[src/prfl_pkg.sv]
// prfl_pkg: widths, sizes and register indexes of the page replacement unit
// no dependencies; compile before the channel interfaces and the top level
`default_nettype none

package prfl_pkg;

  // page table and load ring sizes, fixed by the 5-bit page and frame fields
  localparam int NUM_PAGES  = 32;
  localparam int MAX_FRAMES = 32;

  localparam int PAGE_W  = 5;
  localparam int FRAME_W = 5;
  localparam int CNT_W   = 6;
  localparam int TIME_W  = 32;
  localparam int TOTAL_W = 16;

  // configuration port
  localparam int CFG_IDX_W  = 1;
  localparam int CFG_DATA_W = 6;

  typedef logic [CFG_IDX_W-1:0] cfg_idx_t;

  localparam cfg_idx_t CFG_POLICY = 1'd0;
  localparam cfg_idx_t CFG_FRAMES = 1'd1;

  localparam logic POLICY_FIFO = 1'b0;
  localparam logic POLICY_LRU  = 1'b1;

  localparam logic [CNT_W-1:0] FRAMES_RESET = 6'd4;

endpackage

`default_nettype wire

[src/prfl_req_if.sv]
// prfl_req_if: request channel, one page reference per transaction
// depends on prfl_pkg
`default_nettype none

interface prfl_req_if import prfl_pkg::*; ();
  logic              valid;
  logic              ready;
  logic [PAGE_W-1:0] page_number;

  modport source (output valid, output page_number, input ready);
  modport sink   (input valid, input page_number, output ready);
endinterface

`default_nettype wire

[src/prfl_rsp_if.sv]
// prfl_rsp_if: response channel, one lookup result per transaction
// depends on prfl_pkg
`default_nettype none

interface prfl_rsp_if import prfl_pkg::*; ();
  logic               valid;
  logic               ready;
  logic               fault;
  logic [FRAME_W-1:0] frame;
  logic               evicted_valid;
  logic [PAGE_W-1:0]  evicted_page;
  logic [TOTAL_W-1:0] fault_total;

  modport source (output valid, output fault, output frame, output evicted_valid,
                  output evicted_page, output fault_total, input ready);
  modport sink   (input valid, input fault, input frame, input evicted_valid,
                  input evicted_page, input fault_total, output ready);
endinterface

`default_nettype wire

[src/prfl_cfg_if.sv]
// prfl_cfg_if: configuration write channel, register index and data
// depends on prfl_pkg
`default_nettype none

interface prfl_cfg_if import prfl_pkg::*; ();
  logic                  valid;
  logic                  ready;
  logic [CFG_IDX_W-1:0]  index;
  logic [CFG_DATA_W-1:0] data;

  modport source (output valid, output index, output data, input ready);
  modport sink   (input valid, input index, input data, output ready);
endinterface

`default_nettype wire

[src/page_replacement_fifo_lru.sv]
// page_replacement_fifo_lru: page table with FIFO or LRU frame replacement
// depends on prfl_pkg, prfl_req_if, prfl_rsp_if, prfl_cfg_if
//
//   channel  dir  payload                                              notes
//   req      in   page_number                                          one reference
//   rsp      out  fault, frame, evicted_valid, evicted_page,           one result
//                 fault_total                                          per reference
//   cfg      in   index, data                                          always ready
//
// one reference at a time; a hit or a miss into a free frame goes from the
// lookup state to the commit state, a FIFO eviction reads back the victim frame
// in between; an LRU eviction first sweeps the last-use memory for the oldest
// page, then makes a pass over the load ring to take the victim out and close
// the gap (one ring read and write per cycle); req is ready again as soon as
// the response register loads
// reset clears only flops; the page table memories hold nothing meaningful
// until written and their contents are used only for resident pages or live ring slots
// a stalled response holds its register and the unit waits before loading it
`default_nettype none

module page_replacement_fifo_lru import prfl_pkg::*; (
  input  wire        clk,
  input  wire        rst,
  prfl_req_if.sink   req,
  prfl_rsp_if.source rsp,
  prfl_cfg_if.sink   cfg
);

  // sequencer states
  localparam logic [2:0] S_IDLE   = 3'd0;  // waiting for a reference
  localparam logic [2:0] S_LOOK   = 3'd1;  // page table read back, classify
  localparam logic [2:0] S_SCAN   = 3'd2;  // lru: sweep last-use times
  localparam logic [2:0] S_RING   = 3'd3;  // lru: drop victim from load ring
  localparam logic [2:0] S_FVIC   = 3'd4;  // victim frame read back
  localparam logic [2:0] S_COMMIT = 3'd5;  // write page table and ring
  localparam logic [2:0] S_FIN    = 3'd6;  // hand result to response register

  // configuration registers
  logic             policy;
  logic [CNT_W-1:0] frames_in_use;

  // control state
  logic [2:0]           state;
  logic [NUM_PAGES-1:0] resident;
  logic [TIME_W-1:0]    use_clock;
  logic [PAGE_W-1:0]    order_head;
  logic [CNT_W-1:0]     order_count;
  logic [CNT_W-1:0]     frames_taken;
  logic [TOTAL_W-1:0]   fault_count;

  // per-reference working registers
  logic [PAGE_W-1:0]  pg;
  logic               hit;
  logic [FRAME_W-1:0] frame_sel;
  logic               ev_valid;
  logic [PAGE_W-1:0]  victim;

  // sweep counter and check stage, shared by the lru scan and the ring pass
  logic [CNT_W-1:0]  cnt;
  logic              chk_valid;
  logic [PAGE_W-1:0] chk_idx;
  logic              found;
  logic              best_found;
  logic [PAGE_W-1:0] best_page;
  logic [TIME_W-1:0] best_age;

  // response register
  logic               out_valid;
  logic               out_fault;
  logic [FRAME_W-1:0] out_frame;
  logic               out_ev_valid;
  logic [PAGE_W-1:0]  out_ev_page;
  logic [TOTAL_W-1:0] out_total;

  // memories with registered read data
  logic [FRAME_W-1:0] frame_mem   [NUM_PAGES];
  logic [TIME_W-1:0]  lastuse_mem [NUM_PAGES];
  logic [PAGE_W-1:0]  ring_mem    [MAX_FRAMES];

  logic [PAGE_W-1:0]  frame_rd_addr;
  logic [FRAME_W-1:0] frame_rdata;
  logic [PAGE_W-1:0]  lastuse_rd_addr;
  logic [TIME_W-1:0]  lastuse_rdata;
  logic [PAGE_W-1:0]  ring_rd_addr;
  logic [PAGE_W-1:0]  ring_rdata;
  logic               ring_we;
  logic [PAGE_W-1:0]  ring_wa;
  logic [PAGE_W-1:0]  ring_wd;

  logic               req_fire;
  logic               rsp_fire;
  logic [CNT_W-1:0]   frame_limit;
  logic [TIME_W-1:0]  age;
  logic               scan_take;
  logic               scan_last;
  logic               ring_match;
  logic               ring_last;

  assign req.ready = (state == S_IDLE);
  assign cfg.ready = 1'b1;
  assign req_fire  = req.valid && req.ready;
  assign rsp_fire  = out_valid && rsp.ready;

  assign rsp.valid         = out_valid;
  assign rsp.fault         = out_fault;
  assign rsp.frame         = out_frame;
  assign rsp.evicted_valid = out_ev_valid;
  assign rsp.evicted_page  = out_ev_page;
  assign rsp.fault_total   = out_total;

  // zero counts as one frame, anything above the ring size as the ring size
  always_comb begin
    if (frames_in_use == '0) begin
      frame_limit = CNT_W'(1);
    end else if (frames_in_use > CNT_W'(MAX_FRAMES)) begin
      frame_limit = CNT_W'(MAX_FRAMES);
    end else begin
      frame_limit = frames_in_use;
    end
  end

  // lru check stage: ages are modulo 2^32, ties keep the lower page
  assign age       = use_clock - lastuse_rdata;
  assign scan_take = chk_valid && resident[chk_idx] && (!best_found || age > best_age);
  assign scan_last = chk_valid && (chk_idx == PAGE_W'(NUM_PAGES - 1));

  // ring pass check stage
  assign ring_match = chk_valid && !found && (ring_rdata == victim);
  assign ring_last  = chk_valid && ({1'b0, chk_idx} == order_count - CNT_W'(1));

  // read address selection
  always_comb begin
    case (state)
      S_IDLE:  frame_rd_addr = req.page_number;
      S_LOOK:  frame_rd_addr = ring_rdata;      // fifo victim at the ring head
      default: frame_rd_addr = victim;
    endcase
  end

  assign lastuse_rd_addr = cnt[PAGE_W-1:0];
  assign ring_rd_addr    = (state == S_RING) ? order_head + cnt[PAGE_W-1:0] : order_head;

  // ring write port: gap closing during the ring pass, append at commit
  always_comb begin
    ring_we = 1'b0;
    ring_wa = order_head + order_count[PAGE_W-1:0];
    ring_wd = pg;
    if (state == S_RING && chk_valid && found) begin
      ring_we = 1'b1;
      ring_wa = order_head + chk_idx - PAGE_W'(1);
      ring_wd = ring_rdata;
    end else if (state == S_COMMIT && !hit && order_count < CNT_W'(MAX_FRAMES)) begin
      ring_we = 1'b1;
    end
  end

  // memories
  always_ff @(posedge clk) begin
    frame_rdata <= frame_mem[frame_rd_addr];
    if (state == S_COMMIT) begin
      frame_mem[pg] <= frame_sel;
    end
  end

  always_ff @(posedge clk) begin
    lastuse_rdata <= lastuse_mem[lastuse_rd_addr];
    if (state == S_COMMIT) begin
      lastuse_mem[pg] <= use_clock;
    end
  end

  always_ff @(posedge clk) begin
    ring_rdata <= ring_mem[ring_rd_addr];
    if (ring_we) begin
      ring_mem[ring_wa] <= ring_wd;
    end
  end

  // working registers, no reset needed
  always_ff @(posedge clk) begin
    case (state)
      S_IDLE: begin
        if (req_fire) begin
          pg       <= req.page_number;
          hit      <= resident[req.page_number];
          ev_valid <= 1'b0;
        end
      end
      S_LOOK: begin
        if (hit) begin
          frame_sel <= frame_rdata;
        end else if (frames_taken < frame_limit) begin
          frame_sel <= frames_taken[FRAME_W-1:0];
        end else if (order_count == '0) begin
          frame_sel <= '0;
        end else if (policy == POLICY_FIFO) begin
          victim   <= ring_rdata;
          ev_valid <= 1'b1;
        end
      end
      S_SCAN: begin
        if (scan_take) begin
          best_page <= chk_idx;
          best_age  <= age;
        end
        if (scan_last) begin
          victim   <= scan_take ? chk_idx : best_page;
          ev_valid <= 1'b1;
        end
      end
      S_FVIC: begin
        frame_sel <= frame_rdata;
      end
      default: begin
      end
    endcase
    if ((state == S_SCAN || state == S_RING)) begin
      chk_idx <= cnt[PAGE_W-1:0];
    end
  end

  // control
  always_ff @(posedge clk) begin
    if (rst) begin
      state         <= S_IDLE;
      policy        <= POLICY_FIFO;
      frames_in_use <= FRAMES_RESET;
      resident      <= '0;
      use_clock     <= '0;
      order_head    <= '0;
      order_count   <= '0;
      frames_taken  <= '0;
      fault_count   <= '0;
      cnt           <= '0;
      chk_valid     <= 1'b0;
      found         <= 1'b0;
      best_found    <= 1'b0;
      out_valid     <= 1'b0;
    end else begin
      if (cfg.valid && cfg.ready) begin
        case (cfg.index)
          CFG_POLICY: policy        <= cfg.data[0];
          CFG_FRAMES: frames_in_use <= cfg.data;
          default: begin
          end
        endcase
      end

      // the final stage reloads the register in the same cycle it drains
      if (rsp_fire && state != S_FIN) begin
        out_valid <= 1'b0;
      end

      case (state)
        S_IDLE: begin
          if (req_fire) begin
            state <= S_LOOK;
          end
        end

        S_LOOK: begin
          if (hit) begin
            state <= S_COMMIT;
          end else if (frames_taken < frame_limit) begin
            frames_taken <= frames_taken + CNT_W'(1);
            state        <= S_COMMIT;
          end else if (order_count == '0) begin
            state <= S_COMMIT;
          end else if (policy == POLICY_FIFO) begin
            // pop the ring head; its frame comes back next cycle
            order_head  <= order_head + PAGE_W'(1);
            order_count <= order_count - CNT_W'(1);
            state       <= S_FVIC;
          end else begin
            cnt        <= '0;
            chk_valid  <= 1'b0;
            best_found <= 1'b0;
            state      <= S_SCAN;
          end
        end

        S_SCAN: begin
          if (scan_take) begin
            best_found <= 1'b1;
          end
          if (scan_last) begin
            cnt       <= '0;
            chk_valid <= 1'b0;
            found     <= 1'b0;
            state     <= S_RING;
          end else if (cnt < CNT_W'(NUM_PAGES)) begin
            cnt       <= cnt + CNT_W'(1);
            chk_valid <= 1'b1;
          end else begin
            chk_valid <= 1'b0;
          end
        end

        S_RING: begin
          if (ring_match) begin
            found <= 1'b1;
          end
          if (ring_last) begin
            chk_valid <= 1'b0;
            if (found || ring_match) begin
              order_count <= order_count - CNT_W'(1);
            end
            state <= S_FVIC;
          end else if (cnt < order_count) begin
            cnt       <= cnt + CNT_W'(1);
            chk_valid <= 1'b1;
          end else begin
            chk_valid <= 1'b0;
          end
        end

        S_FVIC: begin
          state <= S_COMMIT;
        end

        S_COMMIT: begin
          // drop the victim and mark the referenced page in one update
          resident  <= (resident & ~(NUM_PAGES'(ev_valid) << victim))
                     | (NUM_PAGES'(1) << pg);
          use_clock <= use_clock + TIME_W'(1);
          if (!hit) begin
            if (fault_count != '1) begin
              fault_count <= fault_count + TOTAL_W'(1);
            end
            if (order_count < CNT_W'(MAX_FRAMES)) begin
              order_count <= order_count + CNT_W'(1);
            end
          end
          state <= S_FIN;
        end

        S_FIN: begin
          if (!out_valid || rsp.ready) begin
            out_valid    <= 1'b1;
            out_fault    <= !hit;
            out_frame    <= frame_sel;
            out_ev_valid <= ev_valid;
            out_ev_page  <= ev_valid ? victim : '0;
            out_total    <= fault_count;
            state        <= S_IDLE;
          end
        end

        default: begin
          state <= S_IDLE;
        end
      endcase
    end
  end

  // the load ring holds as many entries as there are resident pages between references
  a_ring_matches_resident: assert property (@(posedge clk) disable iff (rst)
    (state == S_IDLE) |-> ($countones(resident) == 32'(order_count)))
    else $error("load ring count differs from resident page count");

  // an evicted page must have been resident
  a_victim_resident: assert property (@(posedge clk) disable iff (rst)
    (state == S_COMMIT && ev_valid) |-> resident[victim])
    else $error("eviction of a page that is not resident");

  // a page being loaded on a miss was not resident
  a_miss_not_resident: assert property (@(posedge clk) disable iff (rst)
    (state == S_COMMIT && !hit) |-> !resident[pg])
    else $error("miss on a resident page");

  // frames are handed out no further than the ring size
  a_frames_bounded: assert property (@(posedge clk) disable iff (rst)
    (frames_taken <= CNT_W'(MAX_FRAMES)) && (order_count <= CNT_W'(MAX_FRAMES)))
    else $error("frame or ring count beyond ring size");

  // the fault total never goes backward
  a_faults_monotonic: assert property (@(posedge clk) disable iff (rst)
    (state == S_COMMIT) |=> (fault_count >= $past(fault_count)))
    else $error("fault total decreased");

endmodule

`default_nettype wire

[src/flat_wrapper.sv]
// flat-port wrapper written by rule: the top's interface ports become plain ports
module page_replacement_fifo_lru_flat import prfl_pkg::*;
  (clk, rst, req_valid, req_page_number, req_ready, rsp_valid, rsp_fault, rsp_frame, rsp_evicted_valid, rsp_evicted_page, rsp_fault_total, rsp_ready, cfg_valid, cfg_index, cfg_data, cfg_ready);
  prfl_req_if req_i ();
  prfl_rsp_if rsp_i ();
  prfl_cfg_if cfg_i ();
  input  wire clk;
  input  wire rst;
  input wire logic [$bits(req_i.valid)-1:0] req_valid;
  input wire logic [$bits(req_i.page_number)-1:0] req_page_number;
  output wire logic [$bits(req_i.ready)-1:0] req_ready;
  output wire logic [$bits(rsp_i.valid)-1:0] rsp_valid;
  output wire logic [$bits(rsp_i.fault)-1:0] rsp_fault;
  output wire logic [$bits(rsp_i.frame)-1:0] rsp_frame;
  output wire logic [$bits(rsp_i.evicted_valid)-1:0] rsp_evicted_valid;
  output wire logic [$bits(rsp_i.evicted_page)-1:0] rsp_evicted_page;
  output wire logic [$bits(rsp_i.fault_total)-1:0] rsp_fault_total;
  input wire logic [$bits(rsp_i.ready)-1:0] rsp_ready;
  input wire logic [$bits(cfg_i.valid)-1:0] cfg_valid;
  input wire logic [$bits(cfg_i.index)-1:0] cfg_index;
  input wire logic [$bits(cfg_i.data)-1:0] cfg_data;
  output wire logic [$bits(cfg_i.ready)-1:0] cfg_ready;
  assign req_i.valid = req_valid;
  assign req_i.page_number = req_page_number;
  assign req_ready = req_i.ready;
  assign rsp_valid = rsp_i.valid;
  assign rsp_fault = rsp_i.fault;
  assign rsp_frame = rsp_i.frame;
  assign rsp_evicted_valid = rsp_i.evicted_valid;
  assign rsp_evicted_page = rsp_i.evicted_page;
  assign rsp_fault_total = rsp_i.fault_total;
  assign rsp_i.ready = rsp_ready;
  assign cfg_i.valid = cfg_valid;
  assign cfg_i.index = cfg_index;
  assign cfg_i.data = cfg_data;
  assign cfg_ready = cfg_i.ready;
  page_replacement_fifo_lru u_core (.clk(clk), .rst(rst), .req(req_i), .rsp(rsp_i), .cfg(cfg_i));
endmodule
[config.mk]
export PLATFORM = sky130hd
export DESIGN_NAME = page_replacement_fifo_lru_flat
export DESIGN_NICKNAME = d
export VERILOG_FILES = /design/src/prfl_pkg.sv /design/src/prfl_req_if.sv /design/src/prfl_rsp_if.sv /design/src/prfl_cfg_if.sv /design/src/page_replacement_fifo_lru.sv /design/src/flat_wrapper.sv
export SDC_FILE = /design/constraint.sdc
export NUM_CORES = 2
export LEC_CHECK = 0
export BUFFER_PORTS_ARGS = -buffer_cell sky130_fd_sc_hd__buf_2
export CAP_MARGIN = 20
export CORE_UTILIZATION = 50
export DETAILED_ROUTE_END_ITERATION = 8
export PLACE_DENSITY_LB_ADDON = 0.12
export SETUP_SLACK_MARGIN = 0.02
export SLEW_MARGIN = 20
export SYNTH_ARGS = -nofsm -noshare
export SYNTH_HDL_FRONTEND = slang
export SYNTH_SLANG_ARGS = --single-unit
export TNS_END_PERCENT = 50
[constraint.sdc]
create_clock -name clk -period 8.3 [get_ports clk]
set_input_delay 0 -clock clk [delete_from_list [all_inputs] [get_ports clk]]
set_output_delay 0 -clock clk [all_outputs]
set_load 0.01 [all_outputs]
=== After elaboration in Yosys (flattened, before gate mapping) ===
Memory sizes are Yosys's and may differ from the RTL's. A register that Yosys moved wholly into a read port is not among the register bits.
Cells that the tools add are included.

* $add $sub $neg: 12
* Order comparisons: 8
* Reductions and logical operators: 47
* Shift operators: 2
* Bitwise logic cells: 9
* Equal/unequal tests: 29
* Muxes and demuxes: 78

{| class="wikitable"
|+ Operator list
! kind !! count
|-
| 2-to-1 mux 6 bit || 18
|-
| 2-to-1 mux 5 bit || 12
|-
| case mux 6 bit (3 select lines) || 2
|-
| adder 32 x 1 -> 32 bit (second input constant) || 1
|-
| AND 32 bit || 1
|-
| greater-than comparator 32 bit || 1
|-
| NOT 32 bit || 1
|-
| OR 32 bit || 1
|-
| << shifter 1 x 5 -> 32 bit || 1
|-
| << shifter 1 x 5 -> 32 bit (first input constant) || 1
|-
| subtractor 32 bit || 1
|-
| case mux 5 bit (2 select lines) || 3
|-
| 2-to-1 mux 1 bit || 28
|-
| 2-to-1 mux 3 bit || 8
|-
| case mux 3 bit (7 select lines) || 1
|-
| != test 2 bit (second input constant) || 10
|-
| adder 6 x 1 -> 6 bit (second input constant) || 3
|-
| adder 16 x 1 -> 16 bit (second input constant) || 1
|-
| != test 16 bit (second input constant) || 1
|-
| adder 5 bit || 3
|-
| logical AND 1 bit || 13
|-
| zero test 6 bit || 2
|-
| less-than comparator 5 x 6 -> 1 bit (second input constant) || 2
|-
| less-than comparator 6 bit || 2
|-
| other kinds (32) || 68
|}

* Memories: 3
* Flip-flop bits (word level): 204
* Bits in writable memories: 1344
* Output and inout bits: 31

{| class="wikitable"
|+ Memory list
! name !! depth !! width !! rd ports !! clocked after Yosys merged registers in !! write ports !! RTL line !! source
|-
| u_core.lastuse_mem || 32 || 32 || 1 || 1 || 1 || page_replacement_fifo_lru.sv:77 || <nowiki>logic [TIME_W-1:0] lastuse_mem [NUM_PAGES];</nowiki>
|-
| u_core.frame_mem || 32 || 5 || 1 || 1 || 1 || page_replacement_fifo_lru.sv:76 || <nowiki>logic [FRAME_W-1:0] frame_mem [NUM_PAGES];</nowiki>
|-
| u_core.ring_mem || 32 || 5 || 1 || 1 || 1 || page_replacement_fifo_lru.sv:78 || <nowiki>logic [PAGE_W-1:0] ring_mem [MAX_FRAMES];</nowiki>
|}

=== Depth between registers and ports, before layout ===
* Depth in word-level cells: 7
* Gate-level depth with buffers: 21
* Depth with buffers taken out: 21

=== Worst setup path before layout ===
Ideal clock, no wire load.

* Path type: reg-to-reg
* From: register u_core.use_clock[0]
* To: register u_core.best_age[0] (enable)
* Path buffers: 0
* Data arrival time: 5.409 ns
* Required time: 7.879 ns
* Period minus slack after synthesis: 5.830 ns
* Setup slack: 2.470 ns
* Library setup time: 0.421 ns
* Stages on the path, launching flop included: 20
* Cell sequence: dfxtp_1 inv_1 ha_1 inv_1 fa_1 a211oi_1 o21bai_1 a21oi_1 o21bai_1 a21oi_1 o311ai_0 a2111oi_0 nor3_1 ha_1 nand3_1 nor4_1 a211o_1 a221o_1 nand2_1 nor2_1

* Cells in the longest elaborated chain, start to end: 5

{| class="wikitable"
|+ RTL lines
! what !! RTL line !! source
|-
| start: declaration || page_replacement_fifo_lru.sv:45 || <nowiki>logic [TIME_W-1:0] use_clock;</nowiki>
|-
| start signal: assignment || page_replacement_fifo_lru.sv:325 || <nowiki>use_clock <= use_clock + TIME_W'(1);</nowiki>
|-
| subtractor 32 bit || page_replacement_fifo_lru.sv:123 || <nowiki>assign age = use_clock - lastuse_rdata;</nowiki>
|-
| net u_core.age[14] || page_replacement_fifo_lru.sv:93 || <nowiki>logic [TIME_W-1:0] age;</nowiki>
|-
| greater-than comparator 32 bit || page_replacement_fifo_lru.sv:124 || <nowiki>assign scan_take = chk_valid && resident[chk_idx] && (!best_found || age > best_age);</nowiki>
|-
| logical OR 1 bit || page_replacement_fifo_lru.sv:124 ||
|-
| logical AND 1 bit || page_replacement_fifo_lru.sv:124 ||
|-
| AND reduction 2 bit (no line) || -- ||
|-
| end signal: assignment || page_replacement_fifo_lru.sv:204 || <nowiki>best_age <= age;</nowiki>
|-
| end: declaration || page_replacement_fifo_lru.sv:65 || <nowiki>logic [TIME_W-1:0] best_age;</nowiki>
|}

The timed path passes the listed nets, and every way through them passes these cells.
A chain may end at the register's enable or synchronous reset.

=== Worst setup path in the final report ===
* From: register u_core.use_clock[0]
* To: register u_core.best_age[18] (enable)

The elaborated chain is that of the path after synthesis.

==> flow_summary.ini <==
[run_status]
status = finished, final reports clean

[timing]
setup_tns_ps = 0
postLayoutSetupSlackWorst_ps = 2010
max_freq_mhz = 159
fin_skew_ps = 25.6
grt_setup_unrepaired = false
period_share_pct = 75.8
slew_viol_final = 0
fin_crit_ps = 6290
hold_violations = 0
slew_headroom_pct = 23.3
worstMarginPinSlew_ps = 1150
fin_hold_ws_ps = 91.9
setup_viol = 0

[routing]
antenna_left = 0
viasPerCell = 6.13
wl_um = 157000
vias = 33227
drt-initial-drc-count = 3729
drt_pass1_iterations = 5
route.detailed.drc = 0
avgRoutedWirePerCell_um = 28.9

[synth]
synth_edf_count = 1431
syn_area_um2 = 64400
synthXorXnorAreaFrac_pct = 1.39
avgSynthCellArea_um2 = 18.6
yosysWarnings = 0
ys_seq_area_share_pct = 71.7
synth_top_family_by_area = multiplexers
netlist-cell-type-count = 77
syn-num-nets = 3583
synth_fa_ha_area_share_pct = 1.97
synth_simple_gate_area_share_pct = 4.25
synthArstFlopShare_pct = 0
ys_ff_latch = 1590
netlist_instances = 3467
synth_compound_area_share_pct = 3.08
ys.flop_type = edfxtp_1
muxShareOfSynthArea_pct = 15.8

[clock_network]
ctsHoldBuffers = 33
cts_buffer_depth = 3
cts_resized = 0
htree_levels = 4
cts_buffers = 160
cts_sinks = 1590
post_cts_buffers = 0
cts_root_buffer = clkbuf_16
clk_pin_slew_worst_paths_ps = 60
clk_latency_ps = 790
cts_tree = yes

[power_and_ir_drop]
p_total_mw = 17.2
irDropWorstVdd_mv = 0.209
power.leakage_nw = 23.7
powerDensity_nw_per_um2 = 239

[worst_setup_path]
reg2reg_to = u_core.best_age[18]
worstSetupEndpointType = flop
r2r_setup_slack_ps = 2010
reg2reg_depth = 19
r2r_start = u_core.use_clock[0]
cp-start-kind = flop
required_ps = 8700
crit_path_cell_trace = inv_1, ha_1, inv_1, fa_1, a211oi_1, o21bai_1, a21oi_1, o21bai_1, a21oi_1, o311ai_0, a2111oi_0, nor3_1, ha_1, nand3_1, nor4_1, a211o_1, a221o_1, nand2_1, nor2_4
worstPathArrival_ps = 6690
critPathSlowestCell = nor2_4
crit_fanout = 36
path_class = flop to flop
slowest_delay_ps = 780

[grt]
grt-ovfl-total = 0
grt_pass1_wl_um = 230000
grt_pass1_vias = 34270
grt_usage_pct = 24.4
grt_max_degree = 115
antenna_found_initial = 2

[die]
die_y_um = 361
dieArea_um2 = 130000
row_count = 131
dieWidth_um = 361
start_util_pct = 50.4
ios = 48
coreArea_um2 = 128000

[min_path]
worstHoldEndpoint = u_core.pg[4]
min_from = req_page_number[4]
min_path_cells = 2
min_path_type = input port to flop

[cells_and_area]
fin_util_pct = 56.4
multi_input_area_um2 = 17200
fillers = 9511
syn_to_final_growth_pct = 11.9
seq_area_um2 = 46200
finalNetCount = 3742
antenna_cells = 0
drive_gt1_share_pct = 23.5

[place]
pre_cts_slack_ps = 1830
port_buffers = 46
detailed_place_hpwl_um = 83000
gp_congestion = 0.866

[job]
drv_cap = 0
stage by stage:
stage | area (um2) | instances
after global routing | 72000 | 5416
after global placement | 66700 | 5092
after CTS | 72000 | 5415
final | 72000 | 5416
after detailed placement | 66700 | 5092
after floorplan | 64400 | 3467
per-layer routing:
layer  vias to the layer above  wire length (um)  track usage [%]
li1                      14188                 -                -
met2                      1227             77200             40.1
met1                     17567             66200             34.1
met4                         0              3990             7.59
met5                         -                 0                0
met3                       245              9340             3.46
power by group:
group          switching [mW]  leakage [nW]  internal, mW
Clock                    2.99          2.43          3.90
Sequential              0.188          14.5          8.83
Combinational           0.719          6.82         0.562
Total                    3.90          23.7          13.3
flip-flops by register name (all words and copies together), names as in the netlist, 6 cells and up:
name	count
u_core.lastuse_rdata	32
u_core.lastuse_mem	1024
u_core.order_count	6
u_core.ring_mem	160
u_core.best_age	32
u_core.frames_taken	6
u_core.frames_in_use	6
u_core.fault_count	16
u_core.frame_mem	160
u_core.rsp.fault_total	16
u_core.cnt	6
u_core.resident	32
u_core.use_clock	32
worst max-delay path by stage:
stage,startpoint,endpoint,slack (ps),depth (start not counted)
4_1_cts,u_core.use_clock[2],u_core.best_age[18],1820,16
2_1_floorplan,u_core.use_clock[0],u_core.best_age[0],2470,19
5_1_grt,u_core.use_clock[0],u_core.best_age[18],1570,19
6_report,u_core.use_clock[0],u_core.best_age[18],2010,19
3_3_place_gp,u_core.use_clock[0],u_core.best_age[16],2100,19
3_5_place_dp,u_core.use_clock[2],u_core.best_age[19],1830,16
critical path: cells and delay by family, from the launching register on:
kind	cells	cell delay (ps)
AOI/OAI and AO/OA	9	2510
and+or+nand+nor	5	1680
adders and majority gates	3	950
DFF	1	520
buffers and inverters	2	180
Yosys cell counts, types with 3 or more instances:
cell type,instances,area [um2]
o31ai_1,4,30.0
nand3b_1,4,30.0
buf_2,37,185
or2_2,8,50.1
buf_1,9,33.8
clkbuf_1,88,330
a221oi_1,3,26.3
mux2_2,43,484
inv_1,144,541
a2111oi_0,3,26.3
nand2b_1,21,131
fa_1,4,80.1
mux4_2,417,9390
a21oi_1,113,566
nor3_1,17,85.1
dfxtp_1,159,3180
a32oi_1,6,52.6
a31oi_1,9,56.3
nor2_1,160,601
xnor2_1,52,455
or3_1,14,87.6
nand3_1,57,285
and2_1,11,68.8
buf_4,9,67.6
nor4_1,9,56.3
nor2b_1,16,100
ha_1,95,1190
o21a_1,7,52.6
o21ai_1,3,15.0
nand2_1,183,687
a211oi_1,13,97.6
nand4_1,26,163
mux2i_1,31,310
o22ai_1,3,18.8
a21boi_0,3,22.5
o21ai_0,89,445
o21bai_1,6,45.0
o211ai_1,9,67.6
a21o_1,28,210
xor2_1,50,438
a211o_1,3,26.3
and4_1,11,96.3
edfxtp_1,1431,43000
and3_1,19,119
cell families (layout without fill, tap and decap cells):
kind of cell,count (synthesis),in the layout
other,1,1
DFF,1590,1590
and+or+nand+nor,571,571
adders and majority gates,99,99
AOI/OAI and AO/OA,324,324
xor gates and xnor gates,102,102
muxes,492,492
buffers and inverters,288,575
cells in the final DEF (no fill, tap or decap), drive strengths merged, types with 4 or more instances in the layout:
cell type,count
nor3,18
o31ai,4
mux2,43
o21bai,6
or2,8
inv,148
and4,11
xnor2,52
ha,95
nor2,160
mux2i,32
nor2b,16
fa,4
mux4,417
nor4,11
o21a,7
edfxtp,1431
a32oi,6
buf,108
nand3,58
nand2,183
and2,11
a21oi,113
xor2,50
a21o,28
dfxtp,159
clkbuf,220
a31oi,10
dlygate4sd3,33
a211oi,14
o211ai,10
nand3b,5
or3,14
bufinv,6
nand4,27
and3,19
nand2b,21
o21ai,93
clkinv,58
final cells by class:
cell class	count	area share [%]
Clock buffer	220	6.11
Tap cell	1662	2.89
Sequential cell	1590	64.1
Inverter	144	0.750
Clock inverter	70	0.804
Timing Repair Buffer	141	1.50
Multi-Input combinational cell	1589	23.8
No activity file was read; power rests on OpenSTA's default activity.
